==> config.mk <==
export PLATFORM = sky130hd
export DESIGN_NAME = saa_ram
export DESIGN_NICKNAME = d
export VERILOG_FILES = /design/src/rtl/saa_ram.sv
export SDC_FILE = /design/constraint.sdc
export NUM_CORES = 2
export LEC_CHECK = 0
export BUFFER_PORTS_ARGS = -buffer_cell sky130_fd_sc_hd__buf_2
export CORE_UTILIZATION = 30
export CTS_CLUSTER_SIZE = 24
export DETAILED_ROUTE_END_ITERATION = 8
export GPL_ROUTABILITY_DRIVEN = 0
export PLACE_DENSITY_LB_ADDON = 0.1
export SYNTH_ARGS = -nofsm -noshare
export SYNTH_HDL_FRONTEND = slang
export SYNTH_SLANG_ARGS = --single-unit
==> constraint.sdc <==
create_clock -name clk -period 6.8 [get_ports clk]
set_input_delay 1.36 -clock clk [delete_from_list [all_inputs] [get_ports clk]]
set_output_delay 1.36 -clock clk [all_outputs]
set_load 0.1 [all_outputs]
==> src/rtl/saa_ram.sv <==
// ----------------------------------------------------------------------------
// saa_ram
// Generic simple dual-port RAM: one write port, one read port, registered read.
// ----------------------------------------------------------------------------
module saa_ram #(
  parameter int  WIDTH = 9,
  parameter int  DEPTH = 256,
  localparam int AW    = (DEPTH > 1) ? $clog2(DEPTH) : 1
) (
  input  logic             clk,
  input  logic             we,
  input  logic [AW-1:0]    waddr,
  input  logic [WIDTH-1:0] wdata,
  input  logic [AW-1:0]    raddr,
  output logic [WIDTH-1:0] rdata
);

  logic [WIDTH-1:0] mem [DEPTH];

  always_ff @(posedge clk) begin
    if (we) begin
      mem[waddr] <= wdata;
    end
    rdata <= mem[raddr];
  end

endmodule

# Word-level counts from Yosys, hierarchy flattened
# Memory sizes are Yosys's and may differ from the RTL's. A register that Yosys moved wholly into a read port is not among the register bits.
# Index checks and enable logic that the tools add are counted.
classes:
  add_sub_neg: 0
  reduce_logical: 0
  div_mod_pow: 0
  shift: 0
  mul: 0
  n_bitwise: 0
  n_lt_le_gt_ge: 0
  eq_ne: 0
  mux: 2
ops:
  columns: ["op", "count"]
  rows:
  - ["two-way mux 1 bit", 2]
word_totals:
  mem_bits_rw: 2304
  rom_bits: 0
  register_bits: 0
  inputBits: 27
  n_memories: 1
  output_inout_bits: 9
  latch_bits: 0
  word_cells: 3
memory_table:
  columns: ["name", "depth", "width", "read_ports", "rd_ports_with_merged_regs", "write_ports", "line_no", "rtl"]
  rows:
  - ["mem", 256, 9, 1, 1, 1, "18", "logic [WIDTH-1:0] mem [DEPTH];"]

# Depth between registers and ports, before layout
logic_depth:
  depth_word: 2
  depth_mapped: 11
  ltp_nobuf: 6

# Least setup slack after synthesis
# Ideal clock, no wire load.
synth_timing:
  path_type: "in2reg"
  start: "input waddr[3]"
  end: "memory mem[235][0], enable pin"
  t_arrival_ns: 2.847
  slack_ns: 3.579
  required_time_ns: 6.426
  cell_stages: 6
  setup_ns: 0.374
  path_cell_list: "clkbuf_1 > nor2b_1 > clkbuf_1 > nand4_1 > clkbuf_1 > nor2_1"
synth_lines:
  columns: ["item", "line_no", "rtl"]
  rows:
  - ["start, declared", "12", "input logic [AW-1:0] waddr,"]
  - ["end, declared", "18", null]
# No word-level cell before the write port.

==> flow_summary.json <==
{
  "hpwlAfterDp_um": 164000,
  "clock.fmax_mhz": 213,
  "die_w_um": 548,
  "htree_levels": 5,
  "cts_sinks": 2313,
  "synthXorXnorAreaFrac": 0,
  "cts_tree": "done",
  "grt_remaining_overflow": 0,
  "muxShareOfSynthArea": 0.143,
  "worstHoldPathType": "input pin to flip-flop",
  "reg2reg_depth": 6,
  "routedWlPerCell_um": 31.8,
  "relSlewSlack": 0.0509,
  "crit_fanout": 47,
  "rows": 199,
  "io_pins": 36,
  "crit_chain": "buf_4 > buf_4 > and2_2 > a221oi_1 > o32ai_1 > o22ai_1 > nor3_1",
  "synth_compound_area_frac": 0.0375,
  "path_clk_slew_ps": 60,
  "cp-end-kind": "flip-flop",
  "p_per_area_nw_per_um2": 303,
  "async_reset_ff_frac": 0,
  "fin_hold_ws_ps": 918,
  "synth-simple-area-share": 0.0250,
  "ir_drop_mv": 0.204,
  "synth_fp_nets": 4264,
  "synth-main-ff-cell": "edfxtp_1",
  "finalWorstPathRequiredPeriod_ps": 4690,
  "cp.arrival_ps": 5450,
  "grt_setup_unrepaired": "false",
  "cts_hold_buf": 0,
  "avgViaCountPerCell": 5.07,
  "num_vias": 43500,
  "numCtsBuffers": 269,
  "initial_core_util": 0.303,
  "cp.required_ps": 7560,
  "fin_crit_sh": 0.689,
  "place_area_um2": 94600,
  "antenna_left": 0,
  "drcViolationCount": 0,
  "start_kind": "input pin",
  "worstMarginPinSlew_ps": 1410,
  "nNetsFinal": 4471,
  "clock_latency_ps": 900,
  "cp_common_cell": "buf_4",
  "p_leak_nw": 31.4,
  "hold_violations": 0,
  "drt-initial-drc-count": 3939,
  "max_stage_delay_ps": 1170,
  "synthToLayoutAreaGrowth_pct": 15.3,
  "drive_gt1_frac": 0.230,
  "finalInstanceArea_um2": 103000,
  "die_h_um": 548,
  "syn_inst": 4237,
  "hold_depth": 1,
  "final_cell_mix": "2304 x edfxtp_1, 467 x mux4_2, 302 x nor2_1",
  "ys_types": 57,
  "grt_start_max_net_pins": 185,
  "ys_seq_elements": 2313,
  "routed_wl_um": 273000,
  "cts_repair_resize_count": 0,
  "drv_slew": 0,
  "syn_area_per_cell_um2": 21.1,
  "dr.pass1.iters": 5,
  "antenna_found_initial": 32,
  "portBuffers": 35,
  "synth_adder_area_share": 0,
  "die_area_um2": 300000,
  "synth_edf_count": 2304,
  "finalSetupViolCount": 0,
  "gr-usage-all-layers": 0.180,
  "synth_top_family_by_area": "multiplexers",
  "crit_type": "input pin to flip-flop",
  "cts_max_path_buffers": 4,
  "layout.cells.most_common": "edfxtp_1",
  "finalSetupTns_ps": 0,
  "grt_pass1_wl_um": 376000,
  "mappedNetlistArea_um2": 89300,
  "skew_ps": 62.7,
  "grt_pass1_vias": 44900,
  "synth.yosys.seq_area_share": 0.777,
  "cts_root_buffer": "clkbuf_16",
  "slowest_stage": "and2_2",
  "coreArea_um2": 295000,
  "status": "finished, final reports clean",
  "yosysWarnings": 0,
  "maxCapViolations": 0,
  "post-cts-setup-buffers": 0
}
-- state kept, by name, indices dropped and copies added, names as in the netlist --
signal and count:
mem 2304, rdata 9
-- report_power, final --
part           total (mW)  switching (mW)  internal (mW)
Combinational        1.60            1.13          0.474
Clock                13.8            5.88           7.95
Sequential           15.8          0.0462           15.7
Total                31.2            7.06           24.1
-- critical path, delay by kind of cell --
kind	cells	cell delay [ps]
and+or+nand+nor	2	1380
buffers and inverters	2	1090
AOI/OAI and AO/OA	3	1490
-- synthesized netlist by cell type (all sizes together) (2+ instances only) --
cell,count,area (µm²)
o221ai,36,322
o22ai,65,407
a311oi,3,26.3
nand3b,3,22.5
nor4,27,169
o31a,8,70.1
buf,139,1110
clkbuf,120,450
and3,3,18.8
nor3b,4,35.0
nor2,305,1140
dfxtp,9,180
nor2b,28,175
mux2,21,236
o21ai,36,180
and2,2,12.5
mux2i,177,1770
nor3,21,105
or2,6,37.5
mux4,476,10800
a221oi,11,96.3
a22o,8,70.1
and3b,4,35.0
o32a,2,20.0
a31oi,10,62.6
a21oi,98,490
o32ai,3,26.3
a22oi,174,1310
a211o,3,26.3
nand3,31,155
a32oi,3,26.3
a211oi,26,195
edfxtp,2304,69200
nand4,11,68.8
nand2,40,150
nand2b,9,56.3
-- metal layers --
metal	global-route usage	part of all wire	wire, µm	vias to the layer above
met5	0	0.00036	99	-
met3	0.0339	0.059	16000	348
met4	0.0563	0.030	8290	16
met2	0.284	0.47	127000	1177
li1	-	-	-	18300
met1	0.252	0.44	121000	23700
-- kinds of logic (layout without fill, tap and decap cells) --
group                  count (synthesis)  in the layout
other                                  0             21
buffers and inverters                261            674
muxes                                674            674
DFF                                 2313           2313
AOI/OAI and AO/OA                    489            489
and+or+nand+nor                      500            500
-- through the flow --
stage	cells	total power [mW]	util	worst slack (ps)
after floorplan	4237	16.9	-	3580
after global placement	8086	17.7	0.320	680
after detailed placement	8092	17.7	0.321	1170
after CTS	8569	31.6	0.349	2100
after global routing	8583	32.2	0.349	2090
final	8590	31.2	0.349	2110
-- final cells by class --
| cell class | instances | area, µm² |
|---|---|---|
| Multi-Input combinational cell | 1663 | 18500 |
| Antenna cell | 21 | 52.6 |
| Timing Repair Buffer | 195 | 1820 |
| Fill cell | 27400 | 192000 |
| Clock buffer | 347 | 7140 |
| Sequential cell | 2313 | 69400 |
| Clock inverter | 130 | 1150 |
| Tap cell | 3919 | 4900 |
| Inverter | 2 | 7.51 |
-- final timing paths --
| path | slack [ps] | startpoint | endpoint |
|---|---|---|---|
| max | 2110 | raddr[2] | rdata[7]$_DFF_P_ |
| min | 920 | wdata[1] | mem[241][1]$_DFFE_PP_ |
| max reg2reg | 3720 | mem[115][4]$_DFFE_PP_ | rdata[4]$_DFF_P_ |
| min reg2reg | 1060 | mem[38][3]$_DFFE_PP_ | rdata[3]$_DFF_P_ |
Note: power is estimated with default switching activity, not from simulation.
