File: src/rtl/saa_pkg.sv
// ----------------------------------------------------------------------------
// saa_pkg
// Shared types for the skyline atlas allocator: request and result beats and
// the per-beat control tag that travels with memory read data.
// ----------------------------------------------------------------------------
package saa_pkg;

  localparam int RECT_W = 9;
  localparam int POS_W  = 8;

  typedef struct packed {
    logic [RECT_W-1:0] rect_width;
    logic [RECT_W-1:0] rect_height;
  } req_t;

  typedef struct packed {
    logic             full_res;
    logic             sheet_index;
    logic [POS_W-1:0] pos_x;
    logic [POS_W-1:0] pos_y;
  } res_t;

  // Control tag, registered so that it lines up with the registered read data of the memories
  typedef struct packed {
    logic vld;      // a column beat is in flight
    logic bwd;      // backward (suffix) pass, else forward (prefix) pass
    logic restart;  // column opens a new block of the running maximum
    logic eval;     // forward pass: a full window ends at this column
    logic first;    // forward pass: first column of a sheet
  } scan_op_t;

endpackage

File: src/rtl/saa_scan.sv
// ----------------------------------------------------------------------------
// saa_scan
// Window search datapath. Backward pass builds block suffix maxima into the
// scratch memory; forward pass combines them with block prefix maxima to get
// each window's maximum and keeps the leftmost lowest window.
// ----------------------------------------------------------------------------
module saa_scan
  import saa_pkg::*;
#(
  parameter int CW           = 8,
  parameter int HW           = 9,
  parameter int SHEET_HEIGHT = 256
) (
  input  logic          clk,
  input  logic          rst_n,
  input  scan_op_t      op,
  input  logic [CW-1:0] col,
  input  logic [HW-1:0] sky_rd,
  input  logic [HW-1:0] suf_rd,
  output logic          suf_we,
  output logic [CW-1:0] suf_waddr,
  output logic [HW-1:0] suf_wdata,
  output logic [HW-1:0] best_h,
  output logic [CW-1:0] best_x,
  output logic          found
);

  logic [HW-1:0] run_r;
  logic [HW-1:0] best_r;
  logic [CW-1:0] bx_r;
  logic          found_r;

  logic [HW-1:0] run_sel;
  logic [HW-1:0] win;
  logic [HW-1:0] best_cur;
  logic          found_cur;
  logic          take;

  always_comb begin
    if (op.restart || (sky_rd > run_r)) begin
      run_sel = sky_rd;
    end else begin
      run_sel = run_r;
    end
    win       = (run_sel > suf_rd) ? run_sel : suf_rd;
    best_cur  = op.first ? HW'(SHEET_HEIGHT) : best_r;
    found_cur = op.first ? 1'b0 : found_r;
    take      = op.vld && !op.bwd && op.eval && (win < best_cur);
  end

  always_ff @(posedge clk) begin
    if (op.vld) begin
      run_r <= run_sel;
    end
    if (op.vld && !op.bwd) begin
      best_r <= take ? win : best_cur;
      if (take) begin
        bx_r <= col;
      end
    end
  end

  always_ff @(posedge clk) begin
    if (!rst_n) begin
      found_r <= 1'b0;
    end else if (op.vld && !op.bwd) begin
      found_r <= found_cur | take;
    end
  end

  assign suf_we    = op.vld & op.bwd;
  assign suf_waddr = col;
  assign suf_wdata = run_sel;
  assign best_h    = best_r;
  assign best_x    = bx_r;
  assign found     = found_r;

endmodule

File: config.mk
export PLATFORM = sky130hd
export DESIGN_NAME = saa_scan
export DESIGN_NICKNAME = d
export VERILOG_FILES = /design/src/rtl/saa_pkg.sv /design/src/rtl/saa_scan.sv
export SDC_FILE = /design/constraint.sdc
export NUM_CORES = 1
export LEC_CHECK = 0
export BUFFER_PORTS_ARGS = -buffer_cell sky130_fd_sc_hd__buf_2
export CORE_MARGIN = 2
export CORE_UTILIZATION = 45
export CTS_CLUSTER_SIZE = 25
export DETAILED_ROUTE_END_ITERATION = 10
export PLACE_DENSITY = 0.77
export SYNTH_ARGS = -nofsm -noshare
export SYNTH_HDL_FRONTEND = slang
export SYNTH_SLANG_ARGS = --single-unit
File: constraint.sdc
create_clock -name clk -period 8.3 [get_ports clk]
set_input_delay 0.415 -clock clk [delete_from_list [all_inputs] [get_ports clk]]
set_output_delay 0.415 -clock clk [all_outputs]
set_load 0.01 [all_outputs]
Yosys cells after proc, flatten, opt, wreduce, memory -nomap -nowiden. Cells that the tools add are included.

Bitwise operators: 2. Magnitude comparators: 3. Multiplexer cells: 5. Reductions and logical operators: 6.

Operators by type and width (number): 2-to-1 mux 9 bit (4); > comparator 9 bit (2); < comparator 9 bit (1); logical AND 1 bit (3); AND reduction 2 bit (1); bitwise AND 1 bit (1); zero test 1 bit (1); logical OR 1 bit (1); 2-to-1 mux 1 bit (1); OR 1 bit (1).

Output and inout port bits: 36. Register bits: 27. Logic and storage cells: 20. Input port bits: 33.

Logic depth before layout (Yosys ltp). Gate-level depths: netlist of run 1.

Depth after elaboration: 8. Depth in mapped cells: 22. Mapped depth without buffers: 21.

Worst setup path after synthesis of run 1. OpenSTA, ideal clock, no wires.

Kind: input -> register. Start point: input sky_rd[6]. End point: register best_r[1], in the netlist best_h[1], data pin. Cell stages on the path: 21. Setup slack: 2971 ps. Required time: 8040 ps. Library setup time: 260 ps. Arrival: 5069 ps. Buffers on the path: 1. Cells stage by stage: ha_1 nand4_2 nor3_2 nor4_4 a21oi_4 mux2_2 ha_1 nand2_2 o31ai_1 o31ai_1 a21oi_2 mux2_2 ha_1 a21oi_2 o21ai_2 a221oi_2 inv_1 a2111oi_1 a21oi_2 buf_6 mux2_4.

Cells in the longest elaborated chain, start to end: 8.

RTL lines: start: declaration (RTL line saa_scan.sv:18) `input logic [HW-1:0] sky_rd,`; > comparator 9 bit (*) (RTL line saa_scan.sv:40) `if (op.restart || (sky_rd > run_r)) begin`; logical OR 1 bit (*) (RTL line saa_scan.sv:40); 2-to-1 mux 9 bit (*) (RTL line saa_scan.sv:40); named net suf_wdata[7] (RTL line saa_scan.sv:22) `output logic [HW-1:0] suf_wdata,`; > comparator 9 bit (RTL line saa_scan.sv:45) `win = (run_sel > suf_rd) ? run_sel : suf_rd;`; 2-to-1 mux 9 bit (*) (RTL line saa_scan.sv:45); < comparator 9 bit (RTL line saa_scan.sv:48) `take = op.vld && !op.bwd && op.eval && (win < best_cur);`; logical AND 1 bit (RTL line saa_scan.sv:48); 2-to-1 mux 9 bit (*) (RTL line saa_scan.sv:56) `best_r <= take ? win : best_cur;`; end signal: assignment (RTL line saa_scan.sv:56); end: declaration (RTL line saa_scan.sv:29) `logic [HW-1:0] best_r;`.

The timed path passes the listed nets; every way through them passes the cells marked *. A chain may end at the register's enable or synchronous reset.

Final worst setup path of run 1.
Start point: register run_r[8]. End point: register bx_r[3], in the netlist best_x[3] (enable).

Cells in the longest elaborated chain, start to end: 8.

RTL lines: start: declaration (RTL line saa_scan.sv:28) `logic [HW-1:0] run_r;`; start signal: assignment (RTL line saa_scan.sv:53) `run_r <= run_sel;`; > comparator 9 bit (RTL line saa_scan.sv:40); logical OR 1 bit (RTL line saa_scan.sv:40); 2-to-1 mux 9 bit (*) (RTL line saa_scan.sv:40); > comparator 9 bit (RTL line saa_scan.sv:45); 2-to-1 mux 9 bit (*) (RTL line saa_scan.sv:45); < comparator 9 bit (*) (RTL line saa_scan.sv:48); logical AND 1 bit (*) (RTL line saa_scan.sv:48); AND reduction 2 bit (no source line) (*); end signal: assignment (RTL line saa_scan.sv:58) `bx_r <= col;`; end: declaration (RTL line saa_scan.sv:30) `logic [CW-1:0] bx_r;`.

Every way passes the cells marked *; elsewhere a longest branch is shown, timed or not.

==> flow_metrics.tcl, run 1 <==
set metrics [dict create \
    antenna_found_initial 0 \
    cts_max_path_buffers 2 \
    min_period_over_period 0.702 \
    finalNetCount 302 \
    synth_cells 178 \
    cp-start-kind "flop" \
    hold_buffers 0 \
    arrival_ns 5.79 \
    io_buffers 68 \
    syn_area_um2 2110 \
    synth.area.top_cells "edfxtp_1, ha_1, mux2_2" \
    rsz0062_at_grt "no" \
    overflow 0 \
    cts_sinks 27 \
    vias 1536 \
    grt_max_degree 17 \
    grt_pass1_wl_um 6610 \
    power_frac_comb 0.375 \
    n_fill_cell 393 \
    yosysUniqueCellTypes 40 \
    synth_most_common_cell "inv_1" \
    min_path_type "in -> reg" \
    drtIter0Drc 33 \
    slew_headroom 0.464 \
    insertion_delay_ns 0.28 \
    coreArea_um2 4440 \
    ant_nets 0 \
    synth-seq-area-share 0.380 \
    critPathKind "reg -> reg" \
    fin_util 0.563 \
    finalSetupTns_ns 0 \
    synth_fp_nets 237 \
    num_rows 24 \
    firstDrtPassIters 4 \
    cp.required_ns 8.26 \
    h-tree-depth 1 \
    die_area_um2 5250 \
    antenna_cells 0 \
    finalPower_mw 0.386 \
    irDropWorstVdd_v 0.0000750 \
    maxCapViolations 0 \
    p_sw_frac 0.320 \
    p_sw_mw 0.124 \
    synth_seq_cells 27 \
    yosys_warnings 0 \
    vias_per_cell 5.22 \
    die-height_um 72.5 \
    period_needed_ns 5.83 \
    start_util 0.475 \
    fmax_mhz 172 \
    pwr-share-seq 0.426 \
    worstMarginPinSlew_ns 0.805 \
    clockPowerShare 0.199 \
    synth_ff_type "edfxtp_1" \
    cp-end-kind "flop" \
    cts_tree "done" \
    drc 0 \
    syn2layout_area_growth_pct 18.5 \
    synth_top_area_cell "edfxtp_1" \
    cts_root_buffer "clkbuf_8" \
    fin_hold_ws_ns 0.322 \
    first_global_vias 1421 \
    synth_commonest_cells "inv_1, edfxtp_1, ha_1" \
    regToRegSetupSlack_ns 2.47 \
    multi_input_area_um2 1130 \
    wl_um 4240 \
    p_int_mw 0.263 \
    power_density_nw_per_um2 155 \
    cts_made_buffers 3 \
    seq_area_um2 801 \
    hpwl_um 3440 \
    synth_enable_flop_cells 26 \
    gp_congestion 0.762 \
    layout-drive-gt1-share 0.508 \
    synth.avg_cell_area_um2 11.9 \
    grtUsageTotal 0.162 \
    ioPinCount 69 \
    status "finished clean" \
    clk_pin_slew_ns 0.10 \
    fin_worst_skew_ns 0.00572 \
    cp_max_fo 11 \
    cts_setup_buffers 0 \
    synthArstFlopShare 0 \
    synthDominantCellAreaShare 0.370 \
    drv_slew 0 \
    die_w_um 72.5 \
    hold_viol 0 \
    avgRoutedWirePerCell_um 14.4 \
    power_leakage_nw 1.19 \
    setup_violations 0 \
    post_cts_resize_count 0 \
]
metrics by stage:
stage               cells  setup slack, ns  instance area [um^2]
CTS                   294             2.45                  2500
detailed placement    290             2.31                  2450
global route          294             2.05                  2500
floorplan             178             2.97                  2110
finish                294             2.47                  2500
global placement      290             2.45                  2450
cell type report:
cell class	instances	share of cell area
clock buffers	3	0.0165
clock inverters	1	0.00300
inverters	29	0.0435
multi-input cells	113	0.451
flip-flops and latches	27	0.320
well taps	52	0.0260
repair buffers	69	0.139
placed cells by master, fill, tap and decap left out, types with 2 or more instances in the layout:
cell type and count:
mux2i_1 3, mux2_2 16, nand2_1 8, nor4_4 2, o21ai_0 2, o31ai_1 2, clkbuf_8 3, nand3_1 2
mux2_4 8, ha_1 26, nor2b_1 2, nand2b_1 2, a21oi_4 2, nor2_1 4, and2b_2 6, edfxtp_1 26
a21oi_1 4, nand4_1 2, buf_2 68, a21oi_2 4, inv_1 29
worst max-delay path, cell delays in order, from the launching register on:
cell and delay, ns:
edfxtp_1 0.36, inv_1 0.05, ha_1 0.30, nand4_2 0.14
nor3_2 0.24, nor4_4 0.06, a21oi_4 0.30, mux2_4 0.36
ha_1 0.35, nand2_2 0.07, o31ai_1 0.23, o31ai_1 0.14
a21oi_2 0.48, mux2_2 0.42, ha_1 0.33, a21oi_2 0.16
o21ai_2 0.07, a221oi_2 0.27, inv_1 0.10, a2111oi_1 0.40
a21oi_2 0.30, inv_1 0.33
per-layer routing:
metal	vias to the layer above	global-route usage	wire, um
li1	759	-	-
met1	729	0.229	1910
met2	41	0.259	2060
met3	7	0.0208	196
met4	0	0.0535	78
met5	-	0	0
cell families (layout without fill, tap and decap cells):
family,count (synthesis),in the layout,synth area share
simple gates,38,38,0.129
compound gates,22,22,0.0949
mux,27,27,0.157
flops,27,27,0.380
fa+ha+maj,26,26,0.154
buf+inv,38,102,0.0854
power groups by stage:
stage	clock network [mW]	registers [mW]	logic (mW)
2_1_floorplan	0	0.170	0.103
3_3_place_gp	0	0.167	0.141
3_5_place_dp	0	0.168	0.144
4_1_cts	0.0783	0.165	0.146
5_1_grt	0.0837	0.166	0.160
6_report	0.0769	0.165	0.145
state kept, by name (all words and copies together) (netlist names):
name	cells
run_r	9
best_x	8
best_h	9
found	1
path summary, 6_finish.rpt:
path	cells past startpoint	from	to
setup / recovery	21	run_r[8]	best_x[3]
hold / removal	1	col[4]	best_x[4]
setup reg to reg	21	run_r[8]	best_x[3]
hold reg to reg	2	found	found
(Power assumes the default switching activity.)
==> run 2: changes to the inputs <==
==> constraint.sdc (replaced) <==
create_clock -name clk -period 5.4 [get_ports clk]
set_input_delay 0.27 -clock clk [delete_from_list [all_inputs] [get_ports clk]]
set_output_delay 0.27 -clock clk [all_outputs]
set_load 0.01 [all_outputs]
==> flow_metrics.tcl, run 2 (same netlist as run 1, synthesis figures left out) <==
set metrics [dict create \
    r2r-end "best_h[4]" \
    fin_hold_ws_ns 0.177 \
    period_needed_ns 5.31 \
    hold_viol 0 \
    reg2reg_from "run_r[6]" \
    worstMarginPinSlew_ns 0.305 \
    ant_nets 0 \
    start_util 0.475 \
    grtUsageTotal 0.190 \
    vias 1702 \
    hold_buffers 0 \
    setup_violations 0 \
    cts_sinks 27 \
    gp_congestion 0.899 \
    num_rows 24 \
    vias_per_cell 5.30 \
    power_density_nw_per_um2 236 \
    hold_end "best_x[4]" \
    coreArea_um2 4440 \
    syn2layout_area_growth_pct 48.0 \
    cts_made_buffers 3 \
    worst_r2r_path_depth 25 \
    final_common_cell "buf_2" \
    power_leakage_nw 1.40 \
    cts_max_path_buffers 2 \
    cp_max_fo 5 \
    wl_um 5360 \
    cp-start-kind "flop" \
    min_path_type "in -> reg" \
    grt_max_degree 17 \
    fin_worst_skew_ns 0.00603 \
    status "finished clean" \
    antenna_cells 0 \
    layout-drive-gt1-share 0.680 \
    maxCapViolations 0 \
    cts_tree "done" \
    cp-end-kind "flop" \
    drc 0 \
    cts_root_buffer "clkbuf_8" \
    irDropWorstVdd_v 0.000114 \
    ioPinCount 69 \
    die_w_um 72.5 \
    finalPower_mw 0.737 \
    placedCellCount 310 \
    drtIter0Drc 54 \
    die_area_um2 5250 \
    slew_headroom 0.791 \
    rsz0062_at_grt "yes" \
    fmax_mhz 188 \
    min_period_over_period 0.982 \
    regToRegSetupSlack_ns 0.09 \
    insertion_delay_ns 0.28 \
    die-height_um 72.5 \
    io_buffers 68 \
    hp-start "col[4]" \
    final_cell_mix "buf_2, edfxtp_1, inv_1" \
    antenna_found_initial 0 \
    whs_path_depth 1 \
    critPathKind "reg -> reg" \
    first_global_vias 1734 \
    avgRoutedWirePerCell_um 16.7 \
    drv_slew 0 \
    overflow 0 \
    finalNetCount 329 \
    instances_no_fill 321 \
    arrival_ns 5.34 \
    grt_pass1_wl_um 7820 \
    clk_pin_slew_ns 0.10 \
    n_fill_cell 321 \
    hpwl_um 3890 \
    h-tree-depth 1 \
    cp.required_ns 5.43 \
    firstDrtPassIters 4 \
]
==> run 2: cell count changes in the layout (fill, tap and decap cells not counted), sizes merged <==
cell / change
buf: +26
clkbuf: +1
==> run 2: routing by layer <==
metal	wire length, um	global-route usage	share of wire	vias to the layer above
met1	2210	0.236	0.41	833
met4	45	0.0412	0.0084	0
li1	-	-	-	814
met2	2860	0.358	0.53	49
met5	0	0	0	-
met3	240	0.0181	0.045	6
==> run 2: how the worst max path moves through the flow <==
stage,start,endpoint,slack [ns],cells after the start
after detailed placement,run_r[8],best_h[2],-0.11,24
after CTS,run_r[6],best_h[2],0.002,24
after global placement,sky_rd[8],best_h[6],0.07,24
after global routing,run_r[3],best_h[2],-0.11,24
final,run_r[6],best_h[4],0.09,25
after floorplan,run_r[6],best_h[1],0.13,22
==> run 2: timing repair <==
| item | in CTS | in global routing |
|---|---|---|
| cloned | 0 | 1 |
| resized for setup | 16 | 43 |
| setup buffers | 3 | 4 |
| setup endpoints to repair | 17 | 18 |
| pin swaps | 6 | 19 |
==> run 2: power breakdown <==
group	leakage (nW)	internal, mW	total, mW	switching [mW]
clock network	0.0217	0.0524	0.121	0.0688
registers	0.255	0.248	0.254	0.00639
logic	1.12	0.190	0.362	0.172
total	1.40	0.490	0.737	0.247
==> run 2: final cells by class <==
class | count | area [um^2] | area share
inverters | 29 | 109 | 0.0349
clock buffers | 3 | 41.3 | 0.0132
well taps | 52 | 65.1 | 0.0208
multi-input cells | 113 | 1500 | 0.479
flip-flops and latches | 27 | 801 | 0.256
repair buffers | 96 | 603 | 0.193
clock inverters | 1 | 7.51 | 0.00240
==> run 2: worst max-delay path: stages, from the launching register on <==
cell and delay [ns]:
edfxtp_1 0.42, inv_2 0.08, ha_4 0.21, a211oi_4 0.21, nor2_2 0.07, nor4_4 0.26, a21oi_4 0.10, buf_6 0.15
mux2_4 0.32, ha_4 0.24, o211ai_1 0.21, a21oi_2 0.08, nor4_4 0.32, a21oi_2 0.12, buf_4 0.17, mux2_4 0.32
ha_4 0.23, a21oi_2 0.14, nand2_2 0.08, a221oi_4 0.32, inv_2 0.09, buf_6 0.13, o41ai_4 0.21, a21oi_2 0.11
clkbuf_16 0.17, mux2_4 0.29
==> run 2: stage by stage <==
stage / TNS [ns] / area [um^2] / setup slack, ns / util
after detailed placement: -1.26 / 2610 / -0.113 / 0.588
after floorplan: 0 / 2110 / 0.130 / -
after global routing: -1.13 / 3120 / -0.107 / 0.703
final: 0 / 3120 / 0.0947 / 0.703
after CTS: 0 / 2830 / 0.00229 / 0.636
after global placement: 0 / 2610 / 0.0661 / 0.588
